### config.mk
export PLATFORM = sky130hd
export DESIGN_NAME = utf8_accent_fold_to_ascii
export DESIGN_NICKNAME = d
export VERILOG_FILES = /design/src/rtl/core/uaf_pkg.sv /design/src/rtl/core/uaf_in_stage.sv /design/src/rtl/core/uaf_decode.sv /design/src/rtl/core/uaf_out_stage.sv /design/src/rtl/core/utf8_accent_fold_to_ascii.sv
export SDC_FILE = /design/constraint.sdc
export NUM_CORES = 1
export LEC_CHECK = 0
export BUFFER_PORTS_ARGS = -buffer_cell sky130_fd_sc_hd__buf_2
export CAP_MARGIN = 10
export CORE_ASPECT_RATIO = 2
export CORE_MARGIN = 2
export CORE_UTILIZATION = 45
export DETAILED_ROUTE_END_ITERATION = 8
export PLACE_DENSITY = 0.65
export SETUP_SLACK_MARGIN = 0.02
export SLEW_MARGIN = 30
export SYNTH_ARGS = -nofsm -noshare
export SYNTH_HDL_FRONTEND = slang
export SYNTH_SLANG_ARGS = --single-unit
### constraint.sdc
create_clock -name clock -period 3.6 [get_ports clock]
set_clock_uncertainty 0.2 [all_clocks]
set_input_delay 0 -clock clock [delete_from_list [all_inputs] [get_ports clock]]
set_output_delay 0 -clock clock [all_outputs]
set_load 0.005 [all_outputs]
### src/rtl/core/uaf_pkg.sv
package uaf_pkg;

   // Field widths.
   localparam int ByteW  = 8;
   localparam int CharW  = 7;
   localparam int CapW   = 9;
   localparam int CountW = 8;
   localparam int ModeW  = 2;

   // Capacity limits and reset value.
   localparam logic [CapW-1:0] CapReset = 9'd64;
   localparam logic [CapW-1:0] CapMax   = 9'd256;
   localparam logic [CapW-1:0] CapMin   = 9'd1;

   // Decoder modes.
   localparam logic [ModeW-1:0] ModePlain   = 2'd0;
   localparam logic [ModeW-1:0] ModeAfterC3 = 2'd1;
   localparam logic [ModeW-1:0] ModeSkip    = 2'd2;

   // Byte classes.
   localparam logic [ByteW-1:0] ByteLeadC3  = 8'hC3;
   localparam logic [ByteW-1:0] ByteAscii   = 8'h80;
   localparam logic [ByteW-1:0] ByteLeadMin = 8'hC0;
   localparam logic [CharW-1:0] CharUnknown = 7'h3F;
   localparam logic [CharW-1:0] CharTerm    = 7'h00;

   // One result beat.
   typedef struct packed {
      logic             valid;
      logic [CharW-1:0] out_char;
      logic             is_end;
   } result_type;

   // Folds the byte after a 0xC3 lead to a plain Latin letter.
   function automatic logic [CharW-1:0] fold_latin1(input logic [ByteW-1:0] d);
      logic [CharW-1:0] c;
      c = CharUnknown;
      if (d >= 8'h80 && d <= 8'h85) c = 7'h41;       // A
      else if (d >= 8'hA0 && d <= 8'hA5) c = 7'h61;  // a
      else if (d == 8'h87) c = 7'h43;                // C
      else if (d == 8'hA7) c = 7'h63;                // c
      else if (d >= 8'h88 && d <= 8'h8B) c = 7'h45;  // E
      else if (d >= 8'hA8 && d <= 8'hAB) c = 7'h65;  // e
      else if (d >= 8'h8C && d <= 8'h8F) c = 7'h49;  // I
      else if (d >= 8'hAC && d <= 8'hAF) c = 7'h69;  // i
      else if (d == 8'h91) c = 7'h4E;                // N
      else if (d == 8'hB1) c = 7'h6E;                // n
      else if (d >= 8'h92 && d <= 8'h96) c = 7'h4F;  // O
      else if (d >= 8'hB2 && d <= 8'hB6) c = 7'h6F;  // o
      else if (d >= 8'h99 && d <= 8'h9C) c = 7'h55;  // U
      else if (d >= 8'hB9 && d <= 8'hBC) c = 7'h75;  // u
      else if (d == 8'h9F) c = 7'h73;                // sharp s folds to s
      return c;
   endfunction

endpackage

### src/rtl/core/uaf_in_stage.sv
module uaf_in_stage (
   input  logic                       clock,
   input  logic                       reset,
   input  logic                       req_valid,
   output logic                       req_stall,
   input  logic [uaf_pkg::ByteW-1:0]  req_in_byte,
   input  logic                       advance,
   output logic                       byte_valid,
   output logic [uaf_pkg::ByteW-1:0]  byte_data
);

   logic                      valid_ff;
   logic                      valid_in;
   logic [uaf_pkg::ByteW-1:0] data_ff;
   logic                      take;

   // The stage takes a new beat whenever it is empty or is being drained.
   assign req_stall = valid_ff && !advance;
   assign take      = req_valid && !req_stall;

   always_comb begin
      valid_in = valid_ff;
      if (take) begin
         valid_in = 1'b1;
      end else if (advance) begin
         valid_in = 1'b0;
      end
   end

   always_ff @(posedge clock) begin
      if (reset) begin
         valid_ff <= 1'b0;
      end else begin
         valid_ff <= valid_in;
      end
   end

   always_ff @(posedge clock) begin
      if (take) begin
         data_ff <= req_in_byte;
      end
   end

   assign byte_valid = valid_ff;
   assign byte_data  = data_ff;

endmodule

### src/rtl/core/uaf_decode.sv
module uaf_decode (
   input  logic                       clock,
   input  logic                       reset,
   input  logic                       csr_wr_en,
   input  logic [uaf_pkg::CapW-1:0]   csr_wr_data,
   input  logic                       step,
   input  logic [uaf_pkg::ByteW-1:0]  byte_data,
   output uaf_pkg::result_type        result
);

   logic [uaf_pkg::CapW-1:0]   cap_ff;
   logic [uaf_pkg::ModeW-1:0]  mode_ff;
   logic [uaf_pkg::ModeW-1:0]  mode_in;
   logic [uaf_pkg::CountW-1:0] count_ff;
   logic [uaf_pkg::CountW-1:0] count_in;
   logic [uaf_pkg::CapW-1:0]   cap_eff;
   logic [uaf_pkg::CapW-1:0]   count_next;
   logic                       full;
   logic                       is_cont;

   // Capacity register; the user must write it only while the block is idle (not enforced here).
   always_ff @(posedge clock) begin
      if (reset) begin
         cap_ff <= uaf_pkg::CapReset;
      end else if (csr_wr_en) begin
         cap_ff <= csr_wr_data;
      end
   end

   // Clamp capacity to the range one through 256.
   always_comb begin
      cap_eff = cap_ff;
      if (cap_ff == '0) begin
         cap_eff = uaf_pkg::CapMin;
      end else if (cap_ff > uaf_pkg::CapMax) begin
         cap_eff = uaf_pkg::CapMax;
      end
   end

   assign count_next = {1'b0, count_ff} + 9'd1;
   assign full       = count_next >= cap_eff;
   assign is_cont    = byte_data >= uaf_pkg::ByteAscii && byte_data < uaf_pkg::ByteLeadMin;

   // Mode and count update together with the character to emit.
   always_comb begin
      mode_in         = mode_ff;
      count_in        = count_ff;
      result.valid    = 1'b0;
      result.out_char = uaf_pkg::CharTerm;
      result.is_end   = 1'b0;
      if (step) begin
         priority if (byte_data == '0) begin
            result.valid  = 1'b1;
            result.is_end = 1'b1;
            mode_in       = uaf_pkg::ModePlain;
            count_in      = '0;
         end else if (full) begin
            // Buffer full: drop everything up to the terminator.
         end else if (mode_ff == uaf_pkg::ModeAfterC3) begin
            mode_in         = uaf_pkg::ModePlain;
            result.valid    = 1'b1;
            result.out_char = uaf_pkg::fold_latin1(byte_data);
            count_in        = count_next[uaf_pkg::CountW-1:0];
         end else if (mode_ff == uaf_pkg::ModeSkip && is_cont) begin
            // Continuation of an unsupported sequence is dropped.
         end else if (byte_data < uaf_pkg::ByteAscii) begin
            mode_in         = uaf_pkg::ModePlain;
            result.valid    = 1'b1;
            result.out_char = byte_data[uaf_pkg::CharW-1:0];
            count_in        = count_next[uaf_pkg::CountW-1:0];
         end else if (byte_data == uaf_pkg::ByteLeadC3) begin
            mode_in = uaf_pkg::ModeAfterC3;
         end else begin
            mode_in = uaf_pkg::ModeSkip;
         end
      end
   end

   always_ff @(posedge clock) begin
      if (reset) begin
         mode_ff  <= uaf_pkg::ModePlain;
         count_ff <= '0;
      end else begin
         mode_ff  <= mode_in;
         count_ff <= count_in;
      end
   end

endmodule

### src/rtl/core/uaf_out_stage.sv
module uaf_out_stage (
   input  logic                       clock,
   input  logic                       reset,
   input  uaf_pkg::result_type        result,
   output logic                       ready,
   output logic                       rsp_valid,
   input  logic                       rsp_stall,
   output logic [uaf_pkg::CharW-1:0]  rsp_out_char,
   output logic                       rsp_is_end
);

   logic                      valid_ff;
   logic                      valid_in;
   logic [uaf_pkg::CharW-1:0] char_ff;
   logic                      end_ff;

   // The register can load when empty or when its beat leaves this cycle.
   assign ready = !valid_ff || !rsp_stall;

   always_comb begin
      valid_in = valid_ff;
      if (ready) begin
         valid_in = result.valid;
      end
   end

   always_ff @(posedge clock) begin
      if (reset) begin
         valid_ff <= 1'b0;
      end else begin
         valid_ff <= valid_in;
      end
   end

   always_ff @(posedge clock) begin
      if (ready && result.valid) begin
         char_ff <= result.out_char;
         end_ff  <= result.is_end;
      end
   end

   assign rsp_valid    = valid_ff;
   assign rsp_out_char = char_ff;
   assign rsp_is_end   = end_ff;

endmodule

### src/rtl/core/utf8_accent_fold_to_ascii.sv
// Folds a zero-terminated UTF-8 byte stream to ASCII, one byte per beat. Each
// byte is registered on entry, decoded against the mode and count registers
// when the result register can take it, and its character (if any) lands in
// the result register; a new byte is taken every cycle while the result side
// keeps up. A byte that yields no character still passes through decode. The
// capacity register (reset 64) is written through csr_wr_en and csr_wr_data;
// the user must do so only while no byte is in flight, which the block does
// not enforce. A new value applies from the next byte, also mid-string.
module utf8_accent_fold_to_ascii (
   input  logic                       clock,
   input  logic                       reset,
   input  logic                       req_valid,
   output logic                       req_stall,
   input  logic [uaf_pkg::ByteW-1:0]  req_in_byte,
   output logic                       rsp_valid,
   input  logic                       rsp_stall,
   output logic [uaf_pkg::CharW-1:0]  rsp_out_char,
   output logic                       rsp_is_end,
   input  logic                       csr_wr_en,
   input  logic [uaf_pkg::CapW-1:0]   csr_wr_data
);

   logic                      byte_valid;
   logic [uaf_pkg::ByteW-1:0] byte_data;
   logic                      out_ready;
   logic                      step;
   uaf_pkg::result_type       result;

   // A held byte is decoded when the result register can take its outcome.
   assign step = byte_valid && out_ready;

   uaf_in_stage u_in (
      .clock       (clock),
      .reset       (reset),
      .req_valid   (req_valid),
      .req_stall   (req_stall),
      .req_in_byte (req_in_byte),
      .advance     (step),
      .byte_valid  (byte_valid),
      .byte_data   (byte_data)
   );

   uaf_decode u_decode (
      .clock       (clock),
      .reset       (reset),
      .csr_wr_en   (csr_wr_en),
      .csr_wr_data (csr_wr_data),
      .step        (step),
      .byte_data   (byte_data),
      .result      (result)
   );

   uaf_out_stage u_out (
      .clock        (clock),
      .reset        (reset),
      .result       (result),
      .ready        (out_ready),
      .rsp_valid    (rsp_valid),
      .rsp_stall    (rsp_stall),
      .rsp_out_char (rsp_out_char),
      .rsp_is_end   (rsp_is_end)
   );

endmodule

==> run metrics <==
remaining antenna violation count=0; commonest cells in the synthesized netlist=nand2_1 (22), nor2_1 (22), dfxtp_1 (21); global-route wire length before repair=9510 um; largest net degree at the start of global routing=27; CTS tree=done; Critical Path Source Type=register; number of diodes=0; Clock power frac=35.9%; total power=1.04 mW; Hold/Removal Path Class=in -> reg; CP Capture Point=u_out.rsp_out_char[6]$_SDFFCE_PP0P_; Synth-to-Final Area Change=30.0%; net switching fraction of the power=25.3%; synthesis-stage register bit count=37; fmax=305 MHz; gpl congestion=0.848; Yosys cell types=55; critical path class=reg -> reg; Slew headroom=54.9%; number of global-route vias before repair=2,128; DP HPWL=4150 um; CP Cell Sequence=ha_1, nand3_1, nor2_2, xor2_1, ha_1, and4_1, o21ai_0, o211a_2, o211ai_2, nor3b_1; Initial Util=46.7%; die height=104 um; share of cells above drive strength 1=16.3%; final instance area=0.00295 sq mm; Syn Nets=278; core area=0.00486 sq mm; clk sink count=37; Int Power=778 uW; logic gate share of total power=17.4%; critical path's top delay family=simple AND/OR/NAND/NOR gates; r2r worst-path depth=10; Sw Pwr=264 uW; R2R Path End=u_out.rsp_out_char[6]$_SDFFCE_PP0P_; Slew Limit Fails=0; Cells after Synth=246; vias per cell=5.76; required time of the critical path=3.50 ns; CP max stage delay=0.47 ns; critical-path maximum fanout=8; synth warn=0; TNS Setup=0 ns; Worst Setup SP=u_decode.count_ff[0]$_SDFFE_PP0P_; critical path buffer and inverter count=0; I/O Pins=32; die area=0.00566 sq mm; Crit. End Element=register; drt wl/cell=15.7 um; cell count along the critical path=10; Reg clk slew, reported paths=0.07 ns; number of synthesized flops with an enable pin=16; pwr dens=353 mW/mm^2; Area after DPL=0.00244 sq mm; reg2reg start=u_decode.count_ff[0]$_SDFFE_PP0P_; Post-route DRC=0; register share of total power=46.7%; top-area cell type share of the netlist area=21.2%; max-cap viol count=0; total CTS buffers=5; GR Overflow Total=0; slowest cell on the critical path=dfxtp_1; H-tree Lvls=2; Max VDD drop=0.365 mV; WHS Path Cells=2; initial antenna violation count=0; most used cell, CP=ha_1; mapped cell area=0.00227 sq mm; DR iter-0 viols=49; top_reg_cell synth=dfxtp_1; Final Critical Period=3.27 ns; clk buf depth=2; Die Span X=54.2 um; CTS Root Buffer Type=clkbuf_8; Area contributors post-synth=edfxtp_1 (21%), dfxtp_1 (19%), ha_1 (5.5%), mux2i_1 (4.0%), nand2_1 (3.6%); row count=36; 1st-pass router iterations=4; gr usage total=22.6%; outcome=finished clean; Hold WS=0.216 ns; Leak=1.18 nW; Post-synth ARST share=0%; worst slew pin tran=0.672 ns; final hold violation count=0; WL final=5800 um; Final Setup Violations=0; Mapped Avg Cell Area=9.23 sq um; Via Count=2,124; r2r setup slk=0.33 ns; area leader, netlist=edfxtp_1; RSZ-0062 raised after global routing=false; crit share post-route=91.0%; later-pin clock latency in the skew report=0.29 ns; I/O Buffers=31; final net count=343; Post-CTS Setup Inserts=0; Critical Path AT=3.18 ns; sequential-to-total area share from yosys stat=39.7%
sequential cells by signal, indices dropped and copies added, names as in the netlist:
name / flops
u_decode.cap_ff: 9
u_decode.count_ff: 8
u_in.byte_data: 8
u_out.rsp_out_char: 7
u_decode.mode_ff: 2
u_in.byte_valid: 1
u_out.rsp_is_end: 1
u_out.rsp_valid: 1
final cells by class:
class,instances,area (sq um)
Inverter,10,37.5
Multi-Input combinational cell,186,1270
Timing Repair Buffer,71,553
Clock inverter,2,37.5
Fill cell,433,1910
Sequential cell,37,901
Tap cell,57,71.3
Clock buffer,6,82.6
stage by stage:
step / cells / util [%] / setup WS, ns
after floorplan: 246 / - / 0.629
after global placement: 322 / 50.1 / 0.370
after detailed placement: 322 / 50.1 / 0.289
after CTS: 369 / 60.6 / 0.263
after global routing: 369 / 60.7 / 0.0727
final: 369 / 60.7 / 0.326
worst min-delay path by stage:
| stage | from | endpoint |
|---|---|---|
| 2_1_floorplan | req_in_byte[0] | u_in.byte_data[0]$_DFFE_PP_ |
| 3_3_place_gp | req_in_byte[6] | u_in.byte_data[6]$_DFFE_PP_ |
| 3_5_place_dp | req_in_byte[2] | u_in.byte_data[2]$_DFFE_PP_ |
| 4_1_cts | req_in_byte[7] | u_in.byte_data[7]$_DFFE_PP_ |
| 5_1_grt | req_in_byte[3] | u_in.byte_data[3]$_DFFE_PP_ |
| 6_report | req_in_byte[2] | u_in.byte_data[2]$_DFFE_PP_ |
what timing repair did:
action	CTS	global route
resized for setup	0	2
hold endpoints to repair	21	0
endpoints found under the setup margin	0	1
hold buffers	39	0
kinds of logic (layout without fill, tap and decap cells):
logic type	Yosys count	after routing	synth area share (%)
AO/OA/AOI/OAI	62	62	20.6
flip-flops	37	37	39.7
AND/OR/NAND/NOR	98	98	23.0
XOR/XNOR	7	7	2.70
buffers and inverters	23	89	4.52
adder cells (fa/ha/maj)	10	10	5.51
multiplexers	9	9	3.97
metal layers:
layer	GRT usage, %	routed length, um
met3	4.02	163
met1	22.5	2040
met2	40.9	3300
met4	11.8	297
met5	0	0
cells in the final DEF, fill, tap and decap left out, types with 3 or more instances in the layout:
cell type,count
o311ai_0,4
o2111ai_1,4
xor2_1,4
nand3_1,6
buf_2,31
dfxtp_1,21
edfxtp_1,16
nand2b_1,9
mux2i_1,9
nor3_1,10
o21ai_0,6
xnor2_1,3
nand2_1,22
and3_1,4
a31oi_1,3
clkbuf_8,6
inv_1,9
nor2b_1,8
o211ai_1,7
nor2_1,21
dlygate4sd3_1,39
nand3b_1,3
a21oi_1,12
ha_1,10
worst reg2reg max path, stage by stage (launching register included):
cell,delay [ns]
dfxtp_1,0.47
ha_1,0.30
nand3_1,0.20
nor2_2,0.24
xor2_1,0.18
ha_1,0.27
and4_1,0.20
o21ai_0,0.17
o211a_2,0.36
o211ai_2,0.19
nor3b_1,0.31
power groups by stage:
stage	clock network [mW]	registers, mW	logic (mW)
global route	0.402	0.489	0.201
detailed placement	0	0.495	0.142
CTS	0.383	0.485	0.180
floorplan	0	0.483	0.109
global placement	0	0.495	0.141
finish	0.374	0.486	0.181
Note: power is estimated with default switching activity, not from simulation.
